==> src/hw/rtl/bcdm_pkg.sv <==
// Shared types, constants and table functions for the beat clock divider and multiplier.
// No dependencies; every other file of the block imports this package.

package bcdm_pkg;

  localparam int unsigned TIME_W   = 28;
  localparam int unsigned PHASE_W  = 30;
  localparam int unsigned SEL_W    = 4;
  localparam int unsigned TICK_W   = 11;   // widest period is 48 * 24 = 1152
  localparam int unsigned TWIDTH_W = 8;
  localparam int unsigned MODE_W   = 2;
  localparam int unsigned CFG_IDX_W = 2;

  localparam logic [PHASE_W-1:0] PHASE_MAX      = {PHASE_W{1'b1}};
  localparam logic [TIME_W-1:0]  PERIOD_RESET   = TIME_W'(44739243);
  localparam logic [TWIDTH_W-1:0] TWIDTH_RESET  = TWIDTH_W'(1);
  localparam logic [TICK_W-1:0]  BEAT_TICKS     = TICK_W'(48);
  localparam logic [TICK_W-1:0]  ORIGINAL_WIDTH = TICK_W'(48 >> 1);
  localparam logic [SEL_W-1:0]   SELECT_TOP     = SEL_W'(10);
  localparam logic [SEL_W-1:0]   SELECT_RESET   = SEL_W'(5);

  typedef enum logic [MODE_W-1:0] {
    TRIG_MODE_TRIGGER  = 2'd0,
    TRIG_MODE_GATE     = 2'd1,
    TRIG_MODE_ORIGINAL = 2'd2
  } trig_mode_e;

  typedef enum logic [CFG_IDX_W-1:0] {
    CFG_MASTER_PERIOD = 2'd0,
    CFG_PULSE_MODE    = 2'd1,
    CFG_TRIGGER_WIDTH = 2'd2
  } cfg_index_e;

  typedef struct packed {
    logic [TIME_W-1:0] sample_time;
    logic [SEL_W-1:0]  select_b;
    logic [SEL_W-1:0]  select_c;
  } in_item_t;

  typedef struct packed {
    logic gate_a;
    logic gate_b;
    logic gate_c;
  } out_item_t;

  typedef struct packed {
    logic [MODE_W-1:0]   mode;
    logic [TWIDTH_W-1:0] width;
  } pulse_cfg_t;

  function automatic logic [SEL_W-1:0] clamp_select(input logic [SEL_W-1:0] sel);
    return (sel > SELECT_TOP) ? SELECT_TOP : sel;
  endfunction

  // Period of clock B in master ticks, index already clamped.
  function automatic logic [TICK_W-1:0] ratio_b(input logic [SEL_W-1:0] sel);
    logic [TICK_W-1:0] t;
    case (sel)
      4'd0:    t = TICK_W'(48 * 8);
      4'd1:    t = TICK_W'(48 * 6);
      4'd2:    t = TICK_W'(48 * 4);
      4'd3:    t = TICK_W'(48 * 3);
      4'd4:    t = TICK_W'(48 * 2);
      4'd5:    t = TICK_W'(48);
      4'd6:    t = TICK_W'(48 / 2);
      4'd7:    t = TICK_W'(48 / 3);
      4'd8:    t = TICK_W'(48 / 4);
      4'd9:    t = TICK_W'(48 / 6);
      default: t = TICK_W'(48 / 8);
    endcase
    return t;
  endfunction

  // Period of clock C in master ticks, index already clamped.
  function automatic logic [TICK_W-1:0] ratio_c(input logic [SEL_W-1:0] sel);
    logic [TICK_W-1:0] t;
    case (sel)
      4'd0:    t = TICK_W'(48 * 24);
      4'd1:    t = TICK_W'(48 * 12);
      4'd2:    t = TICK_W'(48 * 8);
      4'd3:    t = TICK_W'(48 * 4);
      4'd4:    t = TICK_W'(48 * 2);
      4'd5:    t = TICK_W'(48);
      4'd6:    t = TICK_W'(48 / 2);
      4'd7:    t = TICK_W'(48 / 4);
      4'd8:    t = TICK_W'(48 / 8);
      4'd9:    t = TICK_W'(48 / 12);
      default: t = TICK_W'(48 / 24);
    endcase
    return t;
  endfunction

  // Pulse width: min(mode limit, half period); gate mode is the half period itself.
  function automatic logic [TICK_W-1:0] pulse_width(input logic [TICK_W-1:0] ticks,
                                                    input pulse_cfg_t cfg);
    logic [TICK_W-1:0] half;
    logic [TICK_W-1:0] lim;
    half = ticks >> 1;
    case (cfg.mode)
      TRIG_MODE_GATE:     lim = half;
      TRIG_MODE_ORIGINAL: lim = ORIGINAL_WIDTH;
      default:            lim = TICK_W'(cfg.width);
    endcase
    return (lim < half) ? lim : half;
  endfunction

endpackage

==> src/hw/rtl/bcdm_phase.sv <==
// Master phase accumulator: adds elapsed time, saturates, and raises one master tick
// when the phase passes the master period. Depends on bcdm_pkg.

module bcdm_phase
  import bcdm_pkg::*;
(
  input  logic              clk_i,
  input  logic              rst_ni,
  input  logic              update_i,
  input  logic [TIME_W-1:0] sample_time_i,
  input  logic [TIME_W-1:0] period_i,
  output logic              tick_o
);

  logic [PHASE_W-1:0] phase_q, phase_d;
  logic [PHASE_W:0]   sum;
  logic [PHASE_W-1:0] sat;

  always_comb begin
    sum    = {1'b0, phase_q} + (PHASE_W + 1)'(sample_time_i);
    sat    = sum[PHASE_W] ? PHASE_MAX : sum[PHASE_W-1:0];
    tick_o = sat > PHASE_W'(period_i);
    phase_d = tick_o ? (sat - PHASE_W'(period_i)) : sat;
  end

  always_ff @(posedge clk_i or negedge rst_ni) begin
    if (!rst_ni) begin
      phase_q <= '0;
    end else if (update_i) begin
      phase_q <= phase_d;
    end
  end

endmodule

==> src/hw/rtl/bcdm_clock.sv <==
// One derived clock: period counter and output level, stepped on master ticks,
// with an optional phase resync. Depends on bcdm_pkg.

module bcdm_clock
  import bcdm_pkg::*;
#(
  parameter int unsigned COUNT_BITS = 16
) (
  input  logic              clk_i,
  input  logic              rst_ni,
  input  logic              step_i,
  input  logic              resync_i,
  input  logic [TICK_W-1:0] ticks_i,
  input  pulse_cfg_t        pulse_cfg_i,
  output logic              level_o,
  output logic              rise_o
);

  logic [COUNT_BITS-1:0] count_q, count_d, count_base, count_inc;
  logic                  level_q, level_d, level_base;
  logic [TICK_W-1:0]     width;

  always_comb begin
    width      = pulse_width(ticks_i, pulse_cfg_i);
    // Resync loads all ones so the increment lands on zero with the level held high.
    count_base = resync_i ? {COUNT_BITS{1'b1}} : count_q;
    level_base = resync_i ? 1'b1 : level_q;
    count_inc  = count_base + COUNT_BITS'(1);
    count_d    = count_inc;
    level_d    = level_base;
    rise_o     = 1'b0;
    if (count_inc >= COUNT_BITS'(width)) begin
      level_d = 1'b0;
    end
    if (count_inc >= COUNT_BITS'(ticks_i)) begin
      count_d = '0;
      level_d = 1'b1;
      rise_o  = 1'b1;
    end
  end

  always_ff @(posedge clk_i or negedge rst_ni) begin
    if (!rst_ni) begin
      count_q <= '0;
      level_q <= 1'b0;
    end else if (step_i) begin
      count_q <= count_d;
      level_q <= level_d;
    end
  end

  assign level_o = level_d;

endmodule

==> src/hw/rtl/beat_clock_divider_multiplier_unit.sv <==
// Top level of the beat clock divider and multiplier.
// Depends on bcdm_pkg, bcdm_phase and bcdm_clock.
//
// Usage:
//   Input channel (in_valid_i / in_stall_o / in_data_i): one request per audio
//   sample tick, carrying the elapsed time and the B and C ratio selections.
//   Output channel (out_valid_o / out_stall_i / out_data_o): one request per
//   input request, holding the three gate levels after that tick.
//   Config channel (cfg_valid_i / cfg_ready_o / cfg_index_i / cfg_data_i):
//   writes master_period, the pulse mode and trigger_width; always ready.
//   Write it only while no request is in flight.
// Pipeline: the input register loads at the accepting edge and the result
//   register when the request steps, which an output stall can hold off.
//   Throughput: one request per cycle unless stalled; the phase add/compare
//   and the three counter steps all fit in the single pass between registers.
// Stall: the result register holds while out_stall_i is high; the input
//   register still takes one more request, after which in_stall_o rises.
// Reset: rst_ni clears all phase, counter, level and resync state, loads the
//   default registers and empties both pipeline registers. No clearing pass.

module beat_clock_divider_multiplier_unit
  import bcdm_pkg::*;
#(
  parameter int unsigned COUNT_BITS = 16
) (
  input  logic                 clk_i,
  input  logic                 rst_ni,
  input  logic                 in_valid_i,
  output logic                 in_stall_o,
  input  in_item_t             in_data_i,
  output logic                 out_valid_o,
  input  logic                 out_stall_i,
  output out_item_t            out_data_o,
  input  logic                 cfg_valid_i,
  output logic                 cfg_ready_o,
  input  logic [CFG_IDX_W-1:0] cfg_index_i,
  input  logic [TIME_W-1:0]    cfg_data_i
);

  // Configuration registers.
  logic [TIME_W-1:0] period_q;
  pulse_cfg_t        pulse_cfg_q;

  assign cfg_ready_o = 1'b1;

  always_ff @(posedge clk_i or negedge rst_ni) begin
    if (!rst_ni) begin
      period_q          <= PERIOD_RESET;
      pulse_cfg_q.mode  <= TRIG_MODE_ORIGINAL;
      pulse_cfg_q.width <= TWIDTH_RESET;
    end else if (cfg_valid_i) begin
      unique case (cfg_index_i)
        CFG_MASTER_PERIOD: period_q          <= cfg_data_i;
        CFG_PULSE_MODE:    pulse_cfg_q.mode  <= cfg_data_i[MODE_W-1:0];
        CFG_TRIGGER_WIDTH: pulse_cfg_q.width <= cfg_data_i[TWIDTH_W-1:0];
        default: ;  // unmapped index: drop the write
      endcase
    end
  end

  // Pipeline handshake: the input register advances whenever the result
  // register is empty or being drained this cycle.
  logic     in_valid_q;
  in_item_t in_item_q;
  logic     out_free;
  logic     step;

  assign out_free   = !out_valid_o || !out_stall_i;
  assign in_stall_o = in_valid_q && !out_free;
  assign step       = in_valid_q && out_free;

  always_ff @(posedge clk_i or negedge rst_ni) begin
    if (!rst_ni) begin
      in_valid_q <= 1'b0;
    end else if (!in_stall_o) begin
      in_valid_q <= in_valid_i;
    end
  end

  always_ff @(posedge clk_i) begin
    if (!in_stall_o && in_valid_i) begin
      in_item_q <= in_data_i;
    end
  end

  // Selection tracking: a changed (clamped) index marks its clock for resync.
  logic [SEL_W-1:0] sel_b, sel_c;
  logic [SEL_W-1:0] prior_b_q, prior_c_q;
  logic             pend_b_q, pend_c_q;
  logic             pend_b, pend_c;

  assign sel_b  = clamp_select(in_item_q.select_b);
  assign sel_c  = clamp_select(in_item_q.select_c);
  assign pend_b = pend_b_q || (sel_b != prior_b_q);
  assign pend_c = pend_c_q || (sel_c != prior_c_q);

  // Master tick.
  logic master_tick;

  bcdm_phase u_phase (
    .clk_i         (clk_i),
    .rst_ni        (rst_ni),
    .update_i      (step),
    .sample_time_i (in_item_q.sample_time),
    .period_i      (period_q),
    .tick_o        (master_tick)
  );

  // Clock A first; its rising edge carries out any pending resync of B and C
  // before they step on the same master tick.
  logic clk_step;
  logic level_a, level_b, level_c;
  logic rise_a;
  logic resync_b, resync_c;

  assign clk_step = step && master_tick;
  assign resync_b = rise_a && pend_b;
  assign resync_c = rise_a && pend_c;

  bcdm_clock #(.COUNT_BITS(COUNT_BITS)) u_clock_a (
    .clk_i       (clk_i),
    .rst_ni      (rst_ni),
    .step_i      (clk_step),
    .resync_i    (1'b0),
    .ticks_i     (BEAT_TICKS),
    .pulse_cfg_i (pulse_cfg_q),
    .level_o     (level_a),
    .rise_o      (rise_a)
  );

  // Only clock A's rise drives the resync, so B and C leave theirs open.
  bcdm_clock #(.COUNT_BITS(COUNT_BITS)) u_clock_b (
    .clk_i       (clk_i),
    .rst_ni      (rst_ni),
    .step_i      (clk_step),
    .resync_i    (resync_b),
    .ticks_i     (ratio_b(sel_b)),
    .pulse_cfg_i (pulse_cfg_q),
    .level_o     (level_b),
    .rise_o      ()
  );

  bcdm_clock #(.COUNT_BITS(COUNT_BITS)) u_clock_c (
    .clk_i       (clk_i),
    .rst_ni      (rst_ni),
    .step_i      (clk_step),
    .resync_i    (resync_c),
    .ticks_i     (ratio_c(sel_c)),
    .pulse_cfg_i (pulse_cfg_q),
    .level_o     (level_c),
    .rise_o      ()
  );

  // Levels seen by the result: stepped values on a master tick, held otherwise.
  logic level_a_q, level_b_q, level_c_q;
  logic gate_a, gate_b, gate_c;

  assign gate_a = master_tick ? level_a : level_a_q;
  assign gate_b = master_tick ? level_b : level_b_q;
  assign gate_c = master_tick ? level_c : level_c_q;

  always_ff @(posedge clk_i or negedge rst_ni) begin
    if (!rst_ni) begin
      prior_b_q <= SELECT_RESET;
      prior_c_q <= SELECT_RESET;
      pend_b_q  <= 1'b0;
      pend_c_q  <= 1'b0;
      level_a_q <= 1'b0;
      level_b_q <= 1'b0;
      level_c_q <= 1'b0;
    end else if (step) begin
      prior_b_q <= sel_b;
      prior_c_q <= sel_c;
      // Clear a pending resync only when clock A actually rose on a tick.
      pend_b_q  <= pend_b && !(master_tick && resync_b);
      pend_c_q  <= pend_c && !(master_tick && resync_c);
      level_a_q <= gate_a;
      level_b_q <= gate_b;
      level_c_q <= gate_c;
    end
  end

  // Result register.
  always_ff @(posedge clk_i or negedge rst_ni) begin
    if (!rst_ni) begin
      out_valid_o <= 1'b0;
    end else if (out_free) begin
      out_valid_o <= step;
    end
  end

  always_ff @(posedge clk_i) begin
    if (step) begin
      out_data_o.gate_a <= gate_a;
      out_data_o.gate_b <= gate_b;
      out_data_o.gate_c <= gate_c;
    end
  end

endmodule

==> config.mk <==
export PLATFORM = sky130hd
export DESIGN_NAME = beat_clock_divider_multiplier_unit
export DESIGN_NICKNAME = d
export VERILOG_FILES = /design/src/hw/rtl/bcdm_pkg.sv /design/src/hw/rtl/bcdm_phase.sv /design/src/hw/rtl/bcdm_clock.sv /design/src/hw/rtl/beat_clock_divider_multiplier_unit.sv
export SDC_FILE = /design/constraint.sdc
export NUM_CORES = 1
export LEC_CHECK = 0
export BUFFER_PORTS_ARGS = -buffer_cell sky130_fd_sc_hd__buf_2
export CAP_MARGIN = 5
export CORE_UTILIZATION = 25
export CTS_BUF_LIST = sky130_fd_sc_hd__clkbuf_4
export DETAILED_ROUTE_END_ITERATION = 16
export SLEW_MARGIN = 20
export SYNTH_ARGS = -nofsm -noshare
export SYNTH_HDL_FRONTEND = slang
export SYNTH_SLANG_ARGS = --single-unit
==> constraint.sdc <==
create_clock -name clk_i -period 6.25 [get_ports clk_i]
set_clock_uncertainty 0.1 [all_clocks]
set_input_delay 0.625 -clock clk_i [delete_from_list [all_inputs] [get_ports clk_i]]
set_output_delay 0.625 -clock clk_i [all_outputs]
set_load 0.02 [all_outputs]
==> reports/qor.yml, run 1 <==
drc: 0
mostFrequentLayoutCell: "nand2_1"
start_kind: "register"
postSynthAreaPerCell_um2: 8.893
worstSetupPathType: "reg -> reg"
num_rows: 82
htree_num_levels: 4
synth_sequential_area_ratio_pct: 35.28
p_switching_mw: 4.106
synthAdderAreaFrac_pct: 12.54
synth_edf_count: 39
die-width_um: 229.1
syn_area_mm2: 0.01289
vias: 11010
register_area_mm2: 0.004549
drt-vias-per-instance: 4.930
grt_pass1_vias: 10970
max_freq_mhz: 171.8
critical_path.cell_chain: "ha_1, nand3_2, or4_1, mux2i_1, and4bb_4, a21oi_4, nor2_1, inv_1, ha_1, inv_1, xnor2_1, inv_1, ha_1, nor2b_1, o21a_1, o21a_1, o21a_1, o211ai_1, a21oi_1, a2111o_1, nor3_4, a22o_1"
slew_viol_final: 0
critPathCaptureType: "register"
fin_crit_sh_pct: 93.14
period_needed_ns: 5.821
mostFrequentLayoutCells: "nand2_1, ha_1, o21ai_0"
synth-seq-cells: 173
irDropWorstVdd_uv: 241.6
power_density_mw_per_mm2: 568.1
antenna_found_initial: 3
fin_total_pwr_mw: 8.326
wl_per_cell_um: 15.83
min_path_type: "in -> reg"
synth-simple-area-share_pct: 19.09
pwr-share-clk_pct: 8.2
start_util_pct: 25.55
multi_input_area_mm2: 0.007785
clk_path_buf_depth: 2
synth_top_area_share_pct: 22.12
synth_ff_type: "dfrtp_1"
ys_warn_count: 0
io_pins: 77
place_hpwl_mm: 27.17
synthMuxAreaShare_pct: 3.260
seqPwrFrac_pct: 19.6
fin_tns_setup_ns: 0
cts_tree: "built"
slowest_stage: "or4_1"
cp_max_fo: 12
synth_area_leaders: "dfrtp_1, ha_1, edfxtp_1"
sw_frac_of_total_pct: 49.32
numCtsBuffers: 17
numPortBuffers: 75
final-setup-viol-count: 0
critPathArrivalTime_ns: 6.31
ant_nets: 0
slowest_delay_ns: 0.55
status: "finished, final reports clean"
synthXorXnorAreaFrac_pct: 4.347
place.gp.congestion: 0.8920
synthDistinctLibCells: 90
maxCapViolCount: 0
rsz0062_at_grt: "false"
fp.dieH_um: 229.1
postSynth.asyncResetShare_pct: 77.46
worst_pin_slew_ns: 0.9095
clk_latency_ns: 0.66
intPower_mw: 4.220
yosysTopAreaCell: "dfrtp_1"
area_growth_pct: 13.65
finalNetCount: 1746
grt-ovfl-total: 0
relSlewSlack_pct: 39.37
power.leakage_nw: 6.364
drtPass1Iterations: 6
clk_pin_slew_ns: 0.16
synth_top_family_by_area: "compound AO/OA/AOI/OAI gates"
core_area_mm2: 0.05048
dieArea_mm2: 0.05249
cts_root_buffer: "clkbuf_4"
drive_gt1_share_pct: 13.01
cp.required_ns: 6.74
combPwrFrac_pct: 72.2
wl_mm: 35.37
fill_cells: 5400
hold_viol_final: 0
synth_compound_area_share_pct: 20.91
drt_iter0_markers: 759
clock-sinks: 173
grt_max_degree: 70
grt_usage_pct: 13.66
synthCells: 1450
grt_pass1_wl_mm: 57.57
==> critical path, delay by kind of cell, from the launching register on <==
family,cells,cell delay [ns]
flip-flops,1,0.51
AO/OA/AOI/OAI,8,1.59
AND/OR/NAND/NOR,6,1.49
XOR/XNOR,1,0.37
buffers and inverters,3,0.38
multiplexers,1,0.20
adder cells (fa/ha/maj),3,1.11
==> cells in the mapped netlist, types with 23 or more instances <==
library cell / number
xnor2_1: 37
o21ai_0: 119
nor2_1: 101
ha_1: 126
nand2b_1: 23
mux2i_1: 24
inv_1: 83
o21a_1: 25
edfxtp_1: 39
a21oi_1: 87
a21o_1: 33
nand2_1: 161
xor2_1: 27
nor3_1: 25
a31oi_1: 26
nand3_1: 33
clkbuf_1: 32
dfrtp_1: 114
and2_1: 33
==> registers in the layout, summed over array words and instances (netlist names) <==
| signal | cells |
|---|---|
| level_b_q | 1 |
| u_clock_c.level_q | 1 |
| period_q | 28 |
| level_c_q | 1 |
| prior_b_q | 4 |
| prior_c_q | 4 |
| u_clock_a.level_q | 1 |
| level_a_q | 1 |
| out_valid_o | 1 |
| u_phase.phase_q | 30 |
| pend_b_q | 1 |
| u_clock_b.count_q | 16 |
| u_clock_b.level_q | 1 |
| in_valid_q | 1 |
| u_clock_a.count_q | 16 |
| pulse_cfg_q | 10 |
| pend_c_q | 1 |
| out_data_o | 3 |
| u_clock_c.count_q | 16 |
| in_item_q | 36 |
==> layout make-up <==
| cell class | instances | share of cell area, % |
|---|---|---|
| multi-input combinational | 1143 | 53.12 |
| inverter | 84 | 2.151 |
| timing repair buffer | 128 | 6.019 |
| clock buffer | 18 | 0.9221 |
| antenna | 2 | 0.03415 |
| sequential | 173 | 31.04 |
| clock inverter | 14 | 0.9733 |
| tap | 672 | 5.737 |
==> power by group through the flow <==
stage,Clock (mW),Combinational (mW),Sequential [mW]
final,0.683,6.01,1.63
after global routing,0.755,6.71,1.67
after CTS,0.716,5.95,1.63
after detailed placement,0,5.89,1.65
after global placement,0,5.82,1.65
after floorplan,0,4.58,1.58
==> routing by layer <==
metal	global-route usage, %	part of all wire [%]	vias up
met1	17.20	45	5312
met2	23.93	50	204
met5	0	0.025	-
met3	2.341	3.3	47
li1	-	-	5448
met4	3.562	1.4	2
==> logic make-up after synthesis <==
| kind of cell | after synthesis |
|---|---|
| compound gates | 416 |
| xor+xnor | 64 |
| fa+ha+maj | 128 |
| buf+inv | 137 |
| flops | 173 |
| mux | 40 |
| other cells | 1 |
| simple gates | 491 |
==> worst paths after layout <==
kind	start	end	slack (ns)	cells past startpoint
max in group asynchronous	rst_ni	u_phase.phase_q[15]	4.25	3
setup reg to reg	u_clock_a.count_q[0]	u_clock_c.count_q[5]	0.43	22
hold / removal	in_data_i[21]	in_item_q[21]	0.06	1
setup / recovery	u_clock_a.count_q[0]	u_clock_c.count_q[5]	0.43	22
min in group asynchronous	rst_ni	pulse_cfg_q[8]	0.44	2
hold reg to reg	pend_b_q	pend_b_q	0.41	2
==> through the flow <==
step / hold WS, ns / utilization [%] / setup slack (ns) / area [µm²] / std cells
after global placement: 0.3716 / 27.80 / 0.5721 / 14030 / 2166
after detailed placement: 0.3789 / 27.80 / 0.3210 / 14030 / 2166
after CTS: 0.002373 / 28.97 / 0.2602 / 14620 / 2229
after floorplan: 0.2294 / - / 0.8724 / 12910 / 1453
after global routing: 0.01049 / 29.03 / 0.02666 / 14660 / 2234
final: 0.06195 / 29.03 / 0.4290 / 14660 / 2234
==> what timing repair did <==
item,CTS,global route
endpoints found under the hold margin,82,0
buffers inserted,0,3
hold buffers,31,0
gates resized for setup,0,3
setup endpoints to repair,0,66
(Power assumes the default switching activity.)
==> inputs of run 2 (changes only) <==
REMOVE_ABC_BUFFERS = 1   (was unset)
==> run 2 against run 1 <==
Highest routed layer is now met4; final cell count decreased by 0.36%; sequential share of layout area increased by 0.14 points; hold slack lost 0.0023 ns; largest power group unchanged.
==> reports/qor.yml, run 2 (same netlist as run 1, synthesis figures left out) <==
cts_tree: "built"
dieArea_mm2: 0.05249
clk_latency_ns: 0.67
grt-ovfl-total: 0
grt_max_degree: 73
top_regs: "in_item_q (36), u_phase.phase_q (30), period_q (28)"
hold_viol_final: 0
finalNetCount: 1737
grt_pass1_vias: 10780
place.gp.congestion: 0.8876
top_register: "in_item_q"
drt_iter0_markers: 673
io_pins: 77
start_util_pct: 25.55
fin_tns_setup_ns: 0
drtPass1Iterations: 7
drc: 0
final-setup-viol-count: 0
core_area_mm2: 0.05048
post_cts_buffers: 0
num_rows: 82
numCtsBuffers: 17
mostFrequentLayoutCell: "nand2_1"
stdcell_count: 2226
fin_crit_sh_pct: 93.72
placed_cells: 2164
die-width_um: 229.1
critPathCaptureType: "register"
relSlewSlack_pct: 42.58
status: "finished, final reports clean"
clk_pin_slew_ns: 0.18
final_util_pct: 28.90
place_area_mm2: 0.01401
cts_root_buffer: "clkbuf_4"
drt-vias-per-instance: 4.939
grt_pass1_wl_mm: 57.53
wl_mm: 36.25
antenna_found_initial: 4
power.leakage_nw: 6.326
cp_max_fo: 9
irDropWorstVdd_uv: 296.6
wl_per_cell_um: 16.28
max_freq_mhz: 170.7
period_needed_ns: 5.858
slew_viol_final: 0
place_hpwl_mm: 27.30
clock-sinks: 173
worstSetupPathType: "reg -> reg"
fin_total_pwr_mw: 8.274
min_path_type: "in -> reg"
rsz0062_at_grt: "false"
final_area_mm2: 0.01459
htree_num_levels: 4
clk_path_buf_depth: 2
cp.required_ns: 6.73
area_growth_pct: 13.13
maxCapViolCount: 0
fp.dieH_um: 229.1
ant_nets: 0
critPathArrivalTime_ns: 6.34
numPortBuffers: 75
mostFrequentLayoutCells: "nand2_1, ha_1, o21ai_0"
grt_usage_pct: 13.80
start_kind: "register"
worst_pin_slew_ns: 0.8395
largest_register_ffs: 36
vias: 11000
drive_gt1_share_pct: 13.09
power_density_mw_per_mm2: 567.2
==> run 2: cell count changes in the layout (fill, tap and decap cells not counted), sizes merged <==
cell         change
clkinvlp         -2
bufinv           -1
diode            +1
dlygate4sd3      -4
buf              -5
clkbuf           +1
inv              +2
==> run 2: cell type report <==
cell class	count	area [µm²]
Clock buffer	19	142.6
Inverter	84	315.3
Antenna cell	3	7.507
Tap cell	672	840.8
Multi-Input combinational cell	1143	7807
Clock inverter	13	132.6
Timing Repair Buffer	119	792.0
Fill cell	5337	35890
Sequential cell	173	4549
==> run 2: critical path, cell delays in order (launching register included) <==
cell and delay, ns:
dfrtp_1 0.53, ha_1 0.37, nand3_2 0.16, or4_1 0.55
mux2i_1 0.15, and4bb_4 0.35, a21oi_4 0.08, or2_2 0.29
ha_1 0.24, buf_4 0.18, nor2_1 0.19, a21oi_1 0.06
o21ai_0 0.36, inv_1 0.14, ha_1 0.31, nand3_1 0.12
nor3_1 0.09, a221oi_1 0.29, a31oi_1 0.13, a2111o_1 0.55
nor3_4 0.34, a22o_1 0.18
==> run 2: worst paths after layout <==
path | startpoint | endpoint | slack, ns | depth (start not counted)
max in group asynchronous | rst_ni | u_clock_c.count_q[12] | 4.20 | 3
min reg2reg | prior_b_q[2] | prior_b_q[2] | 0.41 | 2
max | u_clock_a.count_q[0] | u_clock_c.count_q[10] | 0.39 | 21
min in group asynchronous | rst_ni | period_q[22] | 0.44 | 2
max reg2reg | u_clock_a.count_q[0] | u_clock_c.count_q[10] | 0.39 | 21
min | in_data_i[28] | in_item_q[28] | 0.06 | 1
==> run 2: what timing repair did <==
action / 4_1_cts / 5_1_grt
resized for setup: 0 / 6
hold buffers: 27 / 0
hold endpoints to repair: 82 / 0
setup endpoints to repair: 0 / 84
==> run 2: layer usage <==
metal  vias to the layer above  GRT usage (%)  routed length [µm]
li1                       5421              -                   -
met1                      5268          18.08               16870
met2                       253          22.79               17160
met3                        53          2.067                1287
met4                         0          5.229                 928
met5                         -              0                   0
==> run 2: where the power goes <==
part / switching [mW] / internal, mW / total, mW
registers: 0.201 / 1.44 / 1.64
logic: 3.47 / 2.48 / 5.96
clock network: 0.459 / 0.218 / 0.677
==> run 2: stage by stage <==
| step | hold WS, ns | setup slack (ns) |
|---|---|---|
| floorplan | 0.2294 | 0.5144 |
| CTS | 0.001125 | 0.2510 |
| global route | 0.01078 | 0.01487 |
| global placement | 0.3705 | 0.3228 |
| finish | 0.05970 | 0.3923 |
| detailed placement | 0.3818 | 0.2644 |
